===== src/rtl/ptse_pkg.sv =====
// Package for the pulse train segment expander.
// Types, register indexes, mode codes and line bits shared by all rtl files.
package ptse_pkg;

    localparam int DATA_W        = 32;
    localparam int CNT_W         = 5;
    localparam int CFG_IDX_W     = 8;
    localparam int LINES_W       = 4;
    localparam int MAX_CHARGE_PULSES_DEF = 30;
    localparam int QUEUE_DEPTH_DEF       = 4;

    localparam logic [CFG_IDX_W-1:0] REG_MODE            = 8'd0;
    localparam logic [CFG_IDX_W-1:0] REG_PULSE_WIDTH     = 8'd1;
    localparam logic [CFG_IDX_W-1:0] REG_INHIBIT_TIME    = 8'd2;
    localparam logic [CFG_IDX_W-1:0] REG_INHIBIT_DELAY   = 8'd3;
    localparam logic [CFG_IDX_W-1:0] REG_CHARGE_TIME     = 8'd4;
    localparam logic [CFG_IDX_W-1:0] REG_CHARGE_DELAY    = 8'd5;
    localparam logic [CFG_IDX_W-1:0] REG_CHARGE_COUNT    = 8'd6;
    localparam logic [CFG_IDX_W-1:0] REG_CHARGE_INTERVAL = 8'd7;

    localparam logic [LINES_W-1:0] LN_NONE = 4'b0000;
    localparam logic [LINES_W-1:0] LN_WAVE = 4'b0001;
    localparam logic [LINES_W-1:0] LN_INH  = 4'b0010;
    localparam logic [LINES_W-1:0] LN_TOT  = 4'b0100;
    localparam logic [LINES_W-1:0] LN_CHG  = 4'b1000;

    typedef enum logic [2:0] {
        MODE_OFF   = 3'd0,
        MODE_WAVE  = 3'd1,
        MODE_INH   = 3'd2,
        MODE_DUAL  = 3'd3,
        MODE_CHG   = 3'd4,
        MODE_MULTI = 3'd5
    } t_mode;

    typedef struct packed {
        logic [2:0]        mode;
        logic [DATA_W-1:0] pulse_width;
        logic [DATA_W-1:0] inhibit_time;
        logic [DATA_W-1:0] inhibit_delay;
        logic [DATA_W-1:0] charge_time;
        logic [DATA_W-1:0] charge_delay;
        logic [CNT_W-1:0]  charge_count;
        logic [DATA_W-1:0] charge_interval;
    } t_cfg;

    typedef struct packed {
        logic [DATA_W-1:0] gap_us;
        logic              first_of_train;
        logic              last_of_train;
    } t_in;

    typedef struct packed {
        logic [LINES_W-1:0] set_lines;
        logic [LINES_W-1:0] clear_lines;
        logic [DATA_W-1:0]  hold_us;
        logic               last_segment;
    } t_out;

    typedef struct packed {
        t_mode             kind;
        logic              first;
        logic              last;
        logic [CNT_W-1:0]  cnt;
        logic [DATA_W-1:0] hold_last;
    } t_job;

endpackage


===== src/rtl/ptse_cfg.sv =====
// Configuration register file for the segment expander.
// Depends on ptse_pkg.
module ptse_cfg (
    input  logic                             i_clk,
    input  logic                             i_rst_n,
    input  logic                             i_cfg_valid,
    output logic                             o_cfg_ready,
    input  logic [ptse_pkg::CFG_IDX_W-1:0]   i_cfg_index,
    input  logic [ptse_pkg::DATA_W-1:0]      i_cfg_data,
    output ptse_pkg::t_cfg                   o_cfg
);

    ptse_pkg::t_cfg r_cfg;

    assign o_cfg_ready = 1'b1;
    assign o_cfg       = r_cfg;

    always_ff @(posedge i_clk) begin
        if (!i_rst_n) begin
            r_cfg <= '0;
        end else if (i_cfg_valid) begin
            unique case (i_cfg_index)
                ptse_pkg::REG_MODE:            r_cfg.mode            <= i_cfg_data[2:0];
                ptse_pkg::REG_PULSE_WIDTH:     r_cfg.pulse_width     <= i_cfg_data;
                ptse_pkg::REG_INHIBIT_TIME:    r_cfg.inhibit_time    <= i_cfg_data;
                ptse_pkg::REG_INHIBIT_DELAY:   r_cfg.inhibit_delay   <= i_cfg_data;
                ptse_pkg::REG_CHARGE_TIME:     r_cfg.charge_time     <= i_cfg_data;
                ptse_pkg::REG_CHARGE_DELAY:    r_cfg.charge_delay    <= i_cfg_data;
                ptse_pkg::REG_CHARGE_COUNT:    r_cfg.charge_count    <=
                                                   i_cfg_data[ptse_pkg::CNT_W-1:0];
                ptse_pkg::REG_CHARGE_INTERVAL: r_cfg.charge_interval <= i_cfg_data;
                default: ;
            endcase
        end
    end

endmodule


===== src/rtl/ptse_front.sv =====
// Front end: accepts gap words, classifies the mode, works out the final hold.
// Depends on ptse_pkg.
module ptse_front #(
    parameter int MAX_CHARGE_PULSES = ptse_pkg::MAX_CHARGE_PULSES_DEF
) (
    input  logic           i_clk,
    input  logic           i_rst_n,
    input  ptse_pkg::t_cfg i_cfg,
    input  logic           i_push,
    output logic           o_full,
    input  ptse_pkg::t_in  i_in,
    output logic           o_job_push,
    input  logic           i_job_full,
    output ptse_pkg::t_job o_job
);

    localparam logic [ptse_pkg::CNT_W-1:0] CNT_MAX = ptse_pkg::CNT_W'(MAX_CHARGE_PULSES);

    logic                          r_v;
    ptse_pkg::t_mode               r_kind;
    logic                          r_first;
    logic                          r_last;
    logic [ptse_pkg::CNT_W-1:0]    r_cnt;
    logic [ptse_pkg::DATA_W-1:0]   r_gap;
    logic [ptse_pkg::DATA_W-1:0]   r_sub;

    ptse_pkg::t_mode               kind;
    logic                          take;
    logic                          keep;
    logic [ptse_pkg::CNT_W-1:0]    cnt_sat;
    logic [ptse_pkg::DATA_W-1:0]   chg_sum;
    logic [ptse_pkg::DATA_W+ptse_pkg::CNT_W-1:0] prod;
    logic [ptse_pkg::DATA_W-1:0]   sub;
    logic [ptse_pkg::DATA_W-1:0]   extra;

    always_comb begin
        unique case (i_cfg.mode)
            ptse_pkg::MODE_WAVE:  kind = ptse_pkg::MODE_WAVE;
            ptse_pkg::MODE_INH:   kind = ptse_pkg::MODE_INH;
            ptse_pkg::MODE_DUAL:  kind = ptse_pkg::MODE_DUAL;
            ptse_pkg::MODE_CHG:   kind = ptse_pkg::MODE_CHG;
            ptse_pkg::MODE_MULTI: kind = ptse_pkg::MODE_MULTI;
            default:              kind = ptse_pkg::MODE_OFF;
        endcase
    end

    assign cnt_sat = (i_cfg.charge_count > CNT_MAX) ? CNT_MAX : i_cfg.charge_count;
    assign chg_sum = i_cfg.charge_time + i_cfg.charge_interval;
    assign prod    = (ptse_pkg::DATA_W+ptse_pkg::CNT_W)'(chg_sum) *
                     (ptse_pkg::DATA_W+ptse_pkg::CNT_W)'(cnt_sat);

    // amount taken off the gap for the closing segment
    always_comb begin
        unique case (kind)
            ptse_pkg::MODE_INH,
            ptse_pkg::MODE_DUAL:  sub = i_cfg.inhibit_time - i_cfg.pulse_width;
            ptse_pkg::MODE_CHG:   sub = i_cfg.charge_time + i_cfg.charge_delay;
            ptse_pkg::MODE_MULTI: sub = prod[ptse_pkg::DATA_W-1:0];
            default:              sub = '0;
        endcase
    end

    assign o_full = r_v && i_job_full;
    assign take   = i_push && !o_full;
    assign keep   = r_v && i_job_full;

    assign extra                = (r_kind == ptse_pkg::MODE_MULTI) ? i_cfg.charge_delay : '0;
    assign o_job_push           = r_v && !i_job_full;
    assign o_job.kind           = r_kind;
    assign o_job.first          = r_first;
    assign o_job.last           = r_last;
    assign o_job.cnt            = r_cnt;
    assign o_job.hold_last      = r_gap - r_sub - extra;

    always_ff @(posedge i_clk) begin
        if (!i_rst_n) begin
            r_v <= 1'b0;
        end else if (!keep) begin
            r_v <= take && (kind != ptse_pkg::MODE_OFF);
        end
        if (!keep && take) begin
            r_kind  <= kind;
            r_first <= i_in.first_of_train;
            r_last  <= i_in.last_of_train;
            r_cnt   <= cnt_sat;
            r_gap   <= i_in.gap_us;
            r_sub   <= sub;
        end
    end

endmodule


===== src/rtl/ptse_fifo.sv =====
// Short job queue between front and back ends.
// Depends on ptse_pkg.
module ptse_fifo #(
    parameter int DEPTH = ptse_pkg::QUEUE_DEPTH_DEF
) (
    input  logic           i_clk,
    input  logic           i_rst_n,
    input  logic           i_push,
    input  ptse_pkg::t_job i_data,
    output logic           o_full,
    input  logic           i_pop,
    output logic           o_empty,
    output ptse_pkg::t_job o_data
);

    localparam int PTR_W = (DEPTH > 1) ? $clog2(DEPTH) : 1;
    localparam int CNT_W = $clog2(DEPTH + 1);
    localparam logic [PTR_W-1:0] LAST_PTR = PTR_W'(DEPTH - 1);
    localparam logic [CNT_W-1:0] FULL_CNT = CNT_W'(DEPTH);

    ptse_pkg::t_job    r_mem [DEPTH];
    logic [PTR_W-1:0]  r_wr;
    logic [PTR_W-1:0]  r_rd;
    logic [CNT_W-1:0]  r_cnt;
    logic              do_push;
    logic              do_pop;

    assign o_full  = (r_cnt == FULL_CNT);
    assign o_empty = (r_cnt == '0);
    assign o_data  = r_mem[r_rd];
    assign do_push = i_push && !o_full;
    assign do_pop  = i_pop && !o_empty;

    always_ff @(posedge i_clk) begin
        if (!i_rst_n) begin
            r_wr  <= '0;
            r_rd  <= '0;
            r_cnt <= '0;
        end else begin
            if (do_push) begin
                r_wr <= (r_wr == LAST_PTR) ? '0 : r_wr + PTR_W'(1);
            end
            if (do_pop) begin
                r_rd <= (r_rd == LAST_PTR) ? '0 : r_rd + PTR_W'(1);
            end
            if (do_push && !do_pop) begin
                r_cnt <= r_cnt + CNT_W'(1);
            end else if (do_pop && !do_push) begin
                r_cnt <= r_cnt - CNT_W'(1);
            end
        end
        if (do_push) begin
            r_mem[r_wr] <= i_data;
        end
    end

endmodule


===== src/rtl/ptse_back.sv =====
// Back end: steps through the segments of each job, one word per cycle while the receiver pops.
// Depends on ptse_pkg.
module ptse_back #(
    parameter int MAX_CHARGE_PULSES = ptse_pkg::MAX_CHARGE_PULSES_DEF
) (
    input  logic           i_clk,
    input  logic           i_rst_n,
    input  ptse_pkg::t_cfg i_cfg,
    input  logic           i_job_empty,
    input  ptse_pkg::t_job i_job,
    output logic           o_job_pop,
    output logic           o_empty,
    input  logic           i_pop,
    output ptse_pkg::t_out o_out
);

    localparam int SEG_W = $clog2(2 * MAX_CHARGE_PULSES + 3);

    logic                        r_cur_v;
    ptse_pkg::t_job              r_cur;
    logic [SEG_W-1:0]            r_idx;
    logic                        r_out_v;
    ptse_pkg::t_out              r_out;

    logic                        emit;
    logic                        load;
    logic [SEG_W-1:0]            c2;
    logic [SEG_W-1:0]            last_idx;
    logic                        seg_last;
    logic [ptse_pkg::LINES_W-1:0] seg_set;
    logic [ptse_pkg::LINES_W-1:0] seg_clr;
    logic [ptse_pkg::DATA_W-1:0] seg_hold;
    logic [ptse_pkg::DATA_W-1:0] post;
    logic                        dual_first;
    logic                        dual_last;

    assign c2         = SEG_W'({r_cur.cnt, 1'b0});
    assign post       = i_cfg.inhibit_time - i_cfg.pulse_width - i_cfg.inhibit_delay;
    assign dual_first = (r_cur.kind == ptse_pkg::MODE_DUAL) && r_cur.first;
    assign dual_last  = (r_cur.kind == ptse_pkg::MODE_DUAL) && r_cur.last;

    always_comb begin
        seg_set  = ptse_pkg::LN_NONE;
        seg_clr  = ptse_pkg::LN_NONE;
        seg_hold = r_cur.hold_last;
        last_idx = SEG_W'(3);
        unique case (r_cur.kind)
            ptse_pkg::MODE_WAVE: begin
                last_idx = SEG_W'(1);
                if (r_idx == '0) begin
                    seg_set  = ptse_pkg::LN_WAVE;
                    seg_hold = i_cfg.pulse_width;
                end else begin
                    seg_clr  = ptse_pkg::LN_WAVE;
                end
            end
            ptse_pkg::MODE_INH, ptse_pkg::MODE_DUAL: begin
                case (r_idx)
                    SEG_W'(0): begin
                        seg_set  = dual_first ? (ptse_pkg::LN_INH | ptse_pkg::LN_TOT)
                                              : ptse_pkg::LN_INH;
                        seg_hold = i_cfg.inhibit_delay;
                    end
                    SEG_W'(1): begin
                        seg_set  = ptse_pkg::LN_WAVE;
                        seg_hold = i_cfg.pulse_width;
                    end
                    SEG_W'(2): begin
                        seg_clr  = ptse_pkg::LN_WAVE;
                        seg_hold = post;
                    end
                    default: begin
                        seg_clr  = dual_last ? (ptse_pkg::LN_INH | ptse_pkg::LN_TOT)
                                             : ptse_pkg::LN_INH;
                    end
                endcase
            end
            ptse_pkg::MODE_CHG: begin
                case (r_idx)
                    SEG_W'(0): begin
                        seg_set  = ptse_pkg::LN_CHG;
                        seg_hold = i_cfg.charge_time;
                    end
                    SEG_W'(1): begin
                        seg_clr  = ptse_pkg::LN_CHG;
                        seg_hold = i_cfg.charge_delay;
                    end
                    SEG_W'(2): begin
                        seg_set  = ptse_pkg::LN_WAVE;
                        seg_hold = i_cfg.pulse_width;
                    end
                    default: begin
                        seg_clr  = ptse_pkg::LN_WAVE;
                    end
                endcase
            end
            ptse_pkg::MODE_MULTI: begin
                last_idx = c2 + SEG_W'(2);
                if (r_idx < c2) begin
                    if (r_idx[0]) begin
                        seg_clr  = ptse_pkg::LN_CHG;
                        seg_hold = i_cfg.charge_interval;
                    end else begin
                        seg_set  = ptse_pkg::LN_CHG;
                        seg_hold = i_cfg.charge_time;
                    end
                end else if (r_idx == c2) begin
                    seg_clr  = ptse_pkg::LN_CHG;
                    seg_hold = i_cfg.charge_delay;
                end else if (r_idx == c2 + SEG_W'(1)) begin
                    seg_set  = ptse_pkg::LN_WAVE;
                    seg_hold = i_cfg.pulse_width;
                end else begin
                    seg_clr  = ptse_pkg::LN_WAVE;
                end
            end
            default: ;
        endcase
    end

    assign seg_last  = (r_idx == last_idx);
    assign emit      = r_cur_v && (!r_out_v || i_pop);
    assign load      = !i_job_empty && (!r_cur_v || (emit && seg_last));
    assign o_job_pop = load;
    assign o_empty   = !r_out_v;
    assign o_out     = r_out;

    always_ff @(posedge i_clk) begin
        if (!i_rst_n) begin
            r_cur_v <= 1'b0;
            r_out_v <= 1'b0;
        end else begin
            if (load) begin
                r_cur_v <= 1'b1;
            end else if (emit && seg_last) begin
                r_cur_v <= 1'b0;
            end
            if (emit) begin
                r_out_v <= 1'b1;
            end else if (i_pop) begin
                r_out_v <= 1'b0;
            end
        end
        if (load) begin
            r_cur <= i_job;
            r_idx <= '0;
        end else if (emit) begin
            r_idx <= r_idx + SEG_W'(1);
        end
        if (emit) begin
            r_out.set_lines    <= seg_set;
            r_out.clear_lines  <= seg_clr;
            r_out.hold_us      <= seg_hold;
            r_out.last_segment <= seg_last;
        end
    end

    a_kind_live: assert property (@(posedge i_clk) disable iff (!i_rst_n)
        r_cur_v |-> r_cur.kind != ptse_pkg::MODE_OFF)
        else $error("disabled job reached back end");

    a_idx_bound: assert property (@(posedge i_clk) disable iff (!i_rst_n)
        r_cur_v |-> r_idx <= last_idx)
        else $error("segment index past end of job");

    a_drain: assert property (@(posedge i_clk) disable iff (!i_rst_n)
        (emit && seg_last && i_job_empty) |=> !r_cur_v)
        else $error("back end busy after final segment with no queued job");

endmodule


===== src/rtl/pulse_train_segment_expander_core.sv =====
// Top level of the pulse train segment expander.
// Depends on ptse_pkg, ptse_cfg, ptse_front, ptse_fifo and ptse_back.
//
//  channel | handshake              | word
//  in      | push / full            | t_in  : gap_us, first_of_train, last_of_train
//  out     | pop / empty            | t_out : set_lines, clear_lines, hold_us, last_segment
//  cfg     | i_cfg_valid / o_cfg_ready | i_cfg_index, i_cfg_data
//
// Front stage takes one word a cycle unless full. Path: front register, job queue, back
// end job register, output register. Back end issues one segment a cycle while pop is
// held: 2 segments per word in wave mode, 4 in inhibit, dual inhibit and charge modes,
// 2n+3 in multi charge mode with n charge pulses. Disabled modes drop the word in the
// front stage. Synchronous active-low reset. full: job queue full, front register busy.
module pulse_train_segment_expander_core #(
    parameter int MAX_CHARGE_PULSES = ptse_pkg::MAX_CHARGE_PULSES_DEF,
    parameter int QUEUE_DEPTH       = ptse_pkg::QUEUE_DEPTH_DEF
) (
    input  logic                           i_clk,
    input  logic                           i_rst_n,
    input  logic                           push,
    output logic                           full,
    input  ptse_pkg::t_in                  i_in,
    output logic                           empty,
    input  logic                           pop,
    output ptse_pkg::t_out                 o_out,
    input  logic                           i_cfg_valid,
    output logic                           o_cfg_ready,
    input  logic [ptse_pkg::CFG_IDX_W-1:0] i_cfg_index,
    input  logic [ptse_pkg::DATA_W-1:0]    i_cfg_data
);

    ptse_pkg::t_cfg cfg;
    ptse_pkg::t_job job_in;
    ptse_pkg::t_job job_out;
    logic           job_push;
    logic           job_full;
    logic           job_pop;
    logic           job_empty;

    ptse_cfg u_cfg (
        .i_clk       (i_clk),
        .i_rst_n     (i_rst_n),
        .i_cfg_valid (i_cfg_valid),
        .o_cfg_ready (o_cfg_ready),
        .i_cfg_index (i_cfg_index),
        .i_cfg_data  (i_cfg_data),
        .o_cfg       (cfg)
    );

    ptse_front #(
        .MAX_CHARGE_PULSES (MAX_CHARGE_PULSES)
    ) u_front (
        .i_clk      (i_clk),
        .i_rst_n    (i_rst_n),
        .i_cfg      (cfg),
        .i_push     (push),
        .o_full     (full),
        .i_in       (i_in),
        .o_job_push (job_push),
        .i_job_full (job_full),
        .o_job      (job_in)
    );

    ptse_fifo #(
        .DEPTH (QUEUE_DEPTH)
    ) u_fifo (
        .i_clk   (i_clk),
        .i_rst_n (i_rst_n),
        .i_push  (job_push),
        .i_data  (job_in),
        .o_full  (job_full),
        .i_pop   (job_pop),
        .o_empty (job_empty),
        .o_data  (job_out)
    );

    ptse_back #(
        .MAX_CHARGE_PULSES (MAX_CHARGE_PULSES)
    ) u_back (
        .i_clk       (i_clk),
        .i_rst_n     (i_rst_n),
        .i_cfg       (cfg),
        .i_job_empty (job_empty),
        .i_job       (job_out),
        .o_job_pop   (job_pop),
        .o_empty     (empty),
        .i_pop       (pop),
        .o_out       (o_out)
    );

endmodule


===== config.mk =====
export PLATFORM = sky130hd
export DESIGN_NAME = pulse_train_segment_expander_core
export DESIGN_NICKNAME = d
export VERILOG_FILES = /design/src/rtl/ptse_pkg.sv /design/src/rtl/ptse_cfg.sv /design/src/rtl/ptse_front.sv /design/src/rtl/ptse_fifo.sv /design/src/rtl/ptse_back.sv /design/src/rtl/pulse_train_segment_expander_core.sv
export SDC_FILE = /design/constraint.sdc
export NUM_CORES = 2
export LEC_CHECK = 0
export BUFFER_PORTS_ARGS = -buffer_cell sky130_fd_sc_hd__buf_2
export CAP_MARGIN = 25
export CORE_ASPECT_RATIO = 2
export CORE_MARGIN = 2
export CORE_UTILIZATION = 40
export CTS_BUF_LIST = sky130_fd_sc_hd__clkbuf_4
export CTS_CLUSTER_SIZE = 12
export DETAILED_ROUTE_END_ITERATION = 8
export PLACE_DENSITY = 0.56
export SYNTH_ARGS = -nofsm -noshare
export SYNTH_HDL_FRONTEND = slang
export SYNTH_SLANG_ARGS = --single-unit

===== constraint.sdc =====
create_clock -name i_clk -period 9.09 [get_ports i_clk]
set_clock_uncertainty 0.1 [all_clocks]
set_input_delay 0.4545 -clock i_clk [delete_from_list [all_inputs] [get_ports i_clk]]
set_output_delay 0.4545 -clock i_clk [all_outputs]
set_load 0.02 [all_outputs]

# After elaboration in Yosys (flattened, before gate mapping)
# Memory sizes are Yosys's and may differ from the RTL's. A register that Yosys moved wholly into a read port is not among the register bits.
# Cells that the tools add are included.
# op_classes
n_addsub	13
multipliers	1
n_lt_le_gt_ge	2
eq_ne	30
n_mux	41
n_reduce_logical	42
# ops
op	count
32-bit one-hot mux with 3 select lines	3
32-bit 2-to-1 mux	6
32-bit one-hot mux with 4 select lines	1
32-bit subtractor	4
32-bit adder	2
8-bit by 3-bit == test with 1-bit output (second input constant)	4
32-bit by 5-bit multiplier with 32-bit output	1
4-bit one-hot mux with 2 select lines	4
4-bit one-hot mux with 4 select lines	2
3-bit == test (second input constant)	8
4-bit 2-to-1 mux	6
3-bit by 2-bit == test with 1-bit output (second input constant)	6
6-bit == test	3
8-bit by 2-bit == test with 1-bit output (second input constant)	2
2-bit AND reduction	8
3-bit one-hot mux with 5 select lines	1
1-bit logical AND	14
6-bit by 1-bit adder with 6-bit output (second input constant)	2
3-bit 2-to-1 mux	4
6-bit one-hot mux with 2 select lines	1
1-bit 2-to-1 mux	10
8-bit by 1-bit == test with 1-bit output (second input constant)	1
8-bit zero test	1
2-bit OR reduction	4
18 further kinds	31
# word_totals
reg_bits	331
ramBits	168
input_bits	79
out_inout_bits	44
word_cells	155
n_memories	1
# memory_table
name	depth	width	rd	rd_ports_with_merged_regs	write_ports	line_no	source
u_fifo.r_mem	4	42	1	1	1	ptse_fifo.sv:21	ptse_pkg::t_job r_mem [DEPTH];

# Depth between registers and ports, before layout
# depth
ltp_word	10
ltp_mapped	30
depth_no_buf	29

# Modules after synthesis
# A second synthesis with hierarchy kept.
# hier_totals
cells_unflattened	3930
area_unflattened_um2	38588.3
# modules_own_cells
module	n_inst	cells_per_inst	area_each_um2	seq_area_each_um2
ptse_front	1	1733	14569.0	2242.2
ptse_back	1	1230	10121.0	2652.5
ptse_cfg	1	696	7304.5	4003.8
ptse_fifo	1	271	6593.8	5225.0

# Least setup slack after synthesis
# No wires, ideal clock.
# synth_timing
kind	reg-to-reg
start	reg u_cfg.r_cfg, in the netlist u_cfg.o_cfg[69]
end	reg u_front.r_sub[31] (netlist name), data pin
setup_ps	132
t_arrival_ps	6681
required_time_ps	8858
setup_slack_ps	2178
path_stages_with_launch	31
path_buffers	1
period_less_slack_ps	6912
cell_sequence	dfxtp_1 > ha_1 > fa_1 > a211oi_1 > o21ai_1 > o31a_1 > a311oi_2 > o21bai_1 > a21o_1 > a211oi_1 > nor2_1 > and2_1 > fa_1 > fa_1 > inv_1 > fa_1 > inv_1 > ha_1 > clkbuf_1 > nand3_1 > nand2_1 > a41oi_1 > a21oi_1 > nor3_1 > o21ai_1 > a211oi_2 > o31ai_4 > or4_1 > a21oi_1 > a2111oi_2 > nand2_1
# synth_between
elab_chain_len	3
word_cells_on_any_way	4
cone_classes	2 x add/sub; 1 x mul; 1 x mux
# synth_lines
element	line_no	source
from (decl)	ptse_cfg.sv:13	ptse_pkg::t_cfg r_cfg;
32-bit adder	ptse_front.sv:48	assign chg_sum = i_cfg.charge_time + i_cfg.charge_interval;
32-bit by 5-bit multiplier with 32-bit output	ptse_front.sv:49	assign prod = (ptse_pkg::DATA_W+ptse_pkg::CNT_W)'(chg_sum) *
32-bit one-hot mux with 3 select lines *	ptse_front.sv:54	unique case (kind)
named net u_front.sub, one bit	ptse_front.sv:33	logic [ptse_pkg::DATA_W-1:0] sub;
to (signal assigned)	ptse_front.sv:87	r_sub <= sub;
to (decl)	ptse_front.sv:25	logic [ptse_pkg::DATA_W-1:0] r_sub;
# Mark *: on every way through the listed nets, which the timed path passes. The rest lies on a longest branch.
# A chain may end at the register's enable or synchronous reset.

# Worst setup path in the final report
# Same ends and word-level chain as after synthesis.

==> flow_summary.ini <==
[setup_path]
path_delay_family = compound AO/OA/AOI/OAI gates
cp.arrival_ps = 8880
ff2ff_setup_slack_ps = 1050
r2r-start = u_cfg.o_cfg[69]
critPathBufInv = 2
critPathMaxStageDelay_ps = 560
worstSetupStartpointType = flop
cpMaxStageDelayCell = a311oi_2
reg2reg_depth = 29
setup.worst_path.end_class = flop
cpMostUsedCell = fa_1
worstPathMaxFanout = 7
crit_cells = 29
worst_ep_required_time_ps = 9930
crit_type = reg -> reg
r2r-end = u_front.r_sub[31]

[layout]
area_growth_pct = 13.2
final_cells = 5459
stdcell_area_mm2 = 0.0417
drive_above_1_share = 0.112
nets = 4561

[place]
dp_hpwl_mm = 90.9
place_area_mm2 = 0.0387
port_buffers = 121
placedCellCount = 5081
gp_congestion = 0.957

[sta]
grt_setup_unrepaired = no
fin_crit_ps = 8040
setup_viol = 0
hold_violations = 0
finalCritPeriodShare = 0.884
setup_tns_ps = 0
relSlewSlack = 0.311
worst_pin_slew_ps = 1030
drv_slew = 0
max_freq_ghz = 0.124

[yosys]
synth-compound-area-share = 0.199
synth_xor_area_frac = 0.0422
synth_top_area_share = 0.265
synth_edf_count = 325
synth_top_flop_cell = edfxtp_1
synth_top_area_cell = edfxtp_1
synth_top_family_by_area = compound AO/OA/AOI/OAI gates
synth.net_count = 4324
synth_cell_types = 85
synth_mux_area_frac = 0.0458
synthAdderAreaFrac = 0.136
netlist_instances = 3916
ys_warn_count = 0
synth_seq_cells = 541
synthTopCellsByArea = edfxtp_1 (26%), dfxtp_1 (12%), ha_1 (7.1%), fa_1 (6.5%), nand2_1 (6.2%)
syn_area_per_cell_um2 = 9.41
async_reset_ff_frac = 0
syn_area_mm2 = 0.0368
ys_seq_area_frac = 0.382
synth_simple_gate_area_frac = 0.145

[floorplanning]
core_area_mm2 = 0.0913
pin_count = 123
die-area_mm2 = 0.0947
fp.dieW_um = 219
rows = 157
start_util = 0.403
die-height_um = 433

[min_path]
hold_path.class = in -> reg
min_to = u_cfg.o_cfg[118]
worstHoldPathCells = 4
hold_start = i_cfg_data[17]

[grt]
grt-ovfl-total = 0
grt.total_usage = 0.260
grt_pass1_vias = 31100
grt_start_max_net_pins = 97
grt_antenna_before_repair = 4
grt_first_pass_wirelength_mm = 185

[power]
p_leak_nw = 16.2
power.internal_mw = 4.96
seqPwrFrac = 0.401
power.switching_mw = 3.17
p_per_area_mw_per_mm2 = 195
power_frac_comb = 0.333
clockPowerShare = 0.266
ir_worst_vdd_uv = 167
switching_share = 0.390

[route]
drtIter0Drc = 2527
drc = 0
wl_per_cell_um = 22.3
ant_nets = 0
routed-via-count = 30800
firstDrtPassIters = 9
drt_wl_total_mm = 122
via_per_inst = 5.63

[clock_network]
cts_max_level = 4
cts_setup_buffers = 0
clock_sinks = 541
cts_tree = yes
clock_latency_ps = 1110
cts_buffers = 136
clk_pin_slew_ps = 80
clockBufferDepth = 3
cts_root_buf = clkbuf_4

[outcome]
outcome = completed

[run]
drv_cap = 0
==> what timing repair did <==
action | 4_1_cts | 5_1_grt
gates resized for setup | 0 | 0
hold buffers | 126 | 0
endpoints found under the hold margin | 248 | 0
==> cells in the final DEF, fill, tap and decap left out, drive strengths merged, types with 127 or more instances in the layout <==
| cell type | instances |
|---|---|
| nand2 | 610 |
| edfxtp | 325 |
| inv | 283 |
| a21oi | 270 |
| dfxtp | 216 |
| ha | 210 |
| a21boi | 202 |
| o21ai | 195 |
| clkbuf | 187 |
| nor2 | 183 |
| buf | 178 |
| and2 | 127 |
==> worst reg2reg max path: cells and delay by family (launching register included) <==
| family | cells | cell delay, ps |
|---|---|---|
| AND/OR/NAND/NOR | 7 | 1510 |
| buffers and inverters | 2 | 90 |
| flip-flops | 1 | 360 |
| AO/OA/AOI/OAI | 14 | 3330 |
| adder cells (fa/ha/maj) | 6 | 2490 |
==> registers in the layout, summed over array words and instances (netlist names), 2 cells and up <==
register,count
u_back.r_cur,37
u_back.o_out,41
u_fifo.r_mem,168
u_front.r_gap,32
u_cfg.o_cfg,200
u_fifo.r_cnt,3
u_fifo.r_rd,2
u_back.r_idx,6
u_front.r_sub,32
u_front.r_kind,3
u_fifo.r_wr,2
u_front.r_cnt,5
u_back.c2,5
==> final cells by class <==
class                      instances  area (um^2)
antenna                            7         17.5
clock buffer                     187         1400
clock inverter                    58          343
fill                            8950        49600
inverter                         278         1040
multi-input combinational       2892        21000
sequential                       541        14100
tap                             1192         1490
timing repair buffer             304         2300
==> logic make-up (layout without fill, tap and decap cells) <==
kind of cell	after synthesis	count (layout)
flops	541	541
fa+ha+maj	329	329
buf+inv	483	827
xor+xnor	176	176
other cells	1	8
simple gates	1177	1177
mux	116	116
compound gates	1093	1093
==> routing by layer <==
layer	track usage	vias to the layer above	wire, um
met5	0	-	0
met3	0.0386	296	5900
met1	0.296	15000	47000
li1	-	14500	-
met4	0.137	0	6400
met2	0.464	991	62400
==> cell usage after synthesis (8+ instances only) <==
master and instances:
a222oi_1 47, o21bai_1 21, and3_1 25, edfxtp_1 325
o21ai_0 183, a21oi_1 270, a221oi_1 25, o21a_1 31
a2111oi_0 11, o221ai_1 9, xor2_1 53, mux2i_1 73
nor2_1 183, and2_1 127, a21boi_0 199, xnor2_1 122
or2_2 8, nor2b_1 41, fa_1 119, a211oi_1 19
a31oi_1 18, o31ai_1 10, dfxtp_1 216, nand2_1 610
or3_1 15, ha_1 210, nor3_1 35, a21o_1 77
inv_1 278, buf_1 22, nor4_1 8, o22ai_1 12
nand3b_1 15, nand3_1 50, clkbuf_1 181, a22oi_1 31
nand2b_1 27, o211ai_1 51, o21ai_1 12, nand4_1 11
mux4_2 42
==> stage by stage <==
step	util	power (mW)	hold WS, ps	worst slack (ps)
after floorplan	-	4.93	343	2180
after global placement	0.423	5.92	352	1120
after detailed placement	0.423	5.95	364	1110
after CTS	0.456	8.20	5.31	1070
after global routing	0.457	8.54	49.6	658
final	0.457	8.13	126	1050
==> power by group through the flow <==
stage | clock, mW | combinational (mW) | sequential, mW
finish | 2.16 | 2.71 | 3.26
global route | 2.35 | 2.91 | 3.28
global placement | 0 | 2.62 | 3.30
floorplan | 0 | 1.67 | 3.26
CTS | 2.25 | 2.69 | 3.25
detailed placement | 0 | 2.64 | 3.31
==> how the worst max path moves through the flow <==
| stage | from | slack [ps] | endpoint |
|---|---|---|---|
| after floorplan | u_cfg.o_cfg[69] | 2180 | u_front.r_sub[31] |
| after global routing | u_cfg.o_cfg[69] | 660 | u_front.r_sub[31] |
| final | u_cfg.o_cfg[69] | 1050 | u_front.r_sub[31] |
| after CTS | u_cfg.o_cfg[69] | 1070 | u_front.r_sub[31] |
| after global placement | u_cfg.o_cfg[69] | 1120 | u_front.r_sub[31] |
| after detailed placement | u_cfg.o_cfg[69] | 1110 | u_front.r_sub[31] |
(Power assumes the default switching activity.)
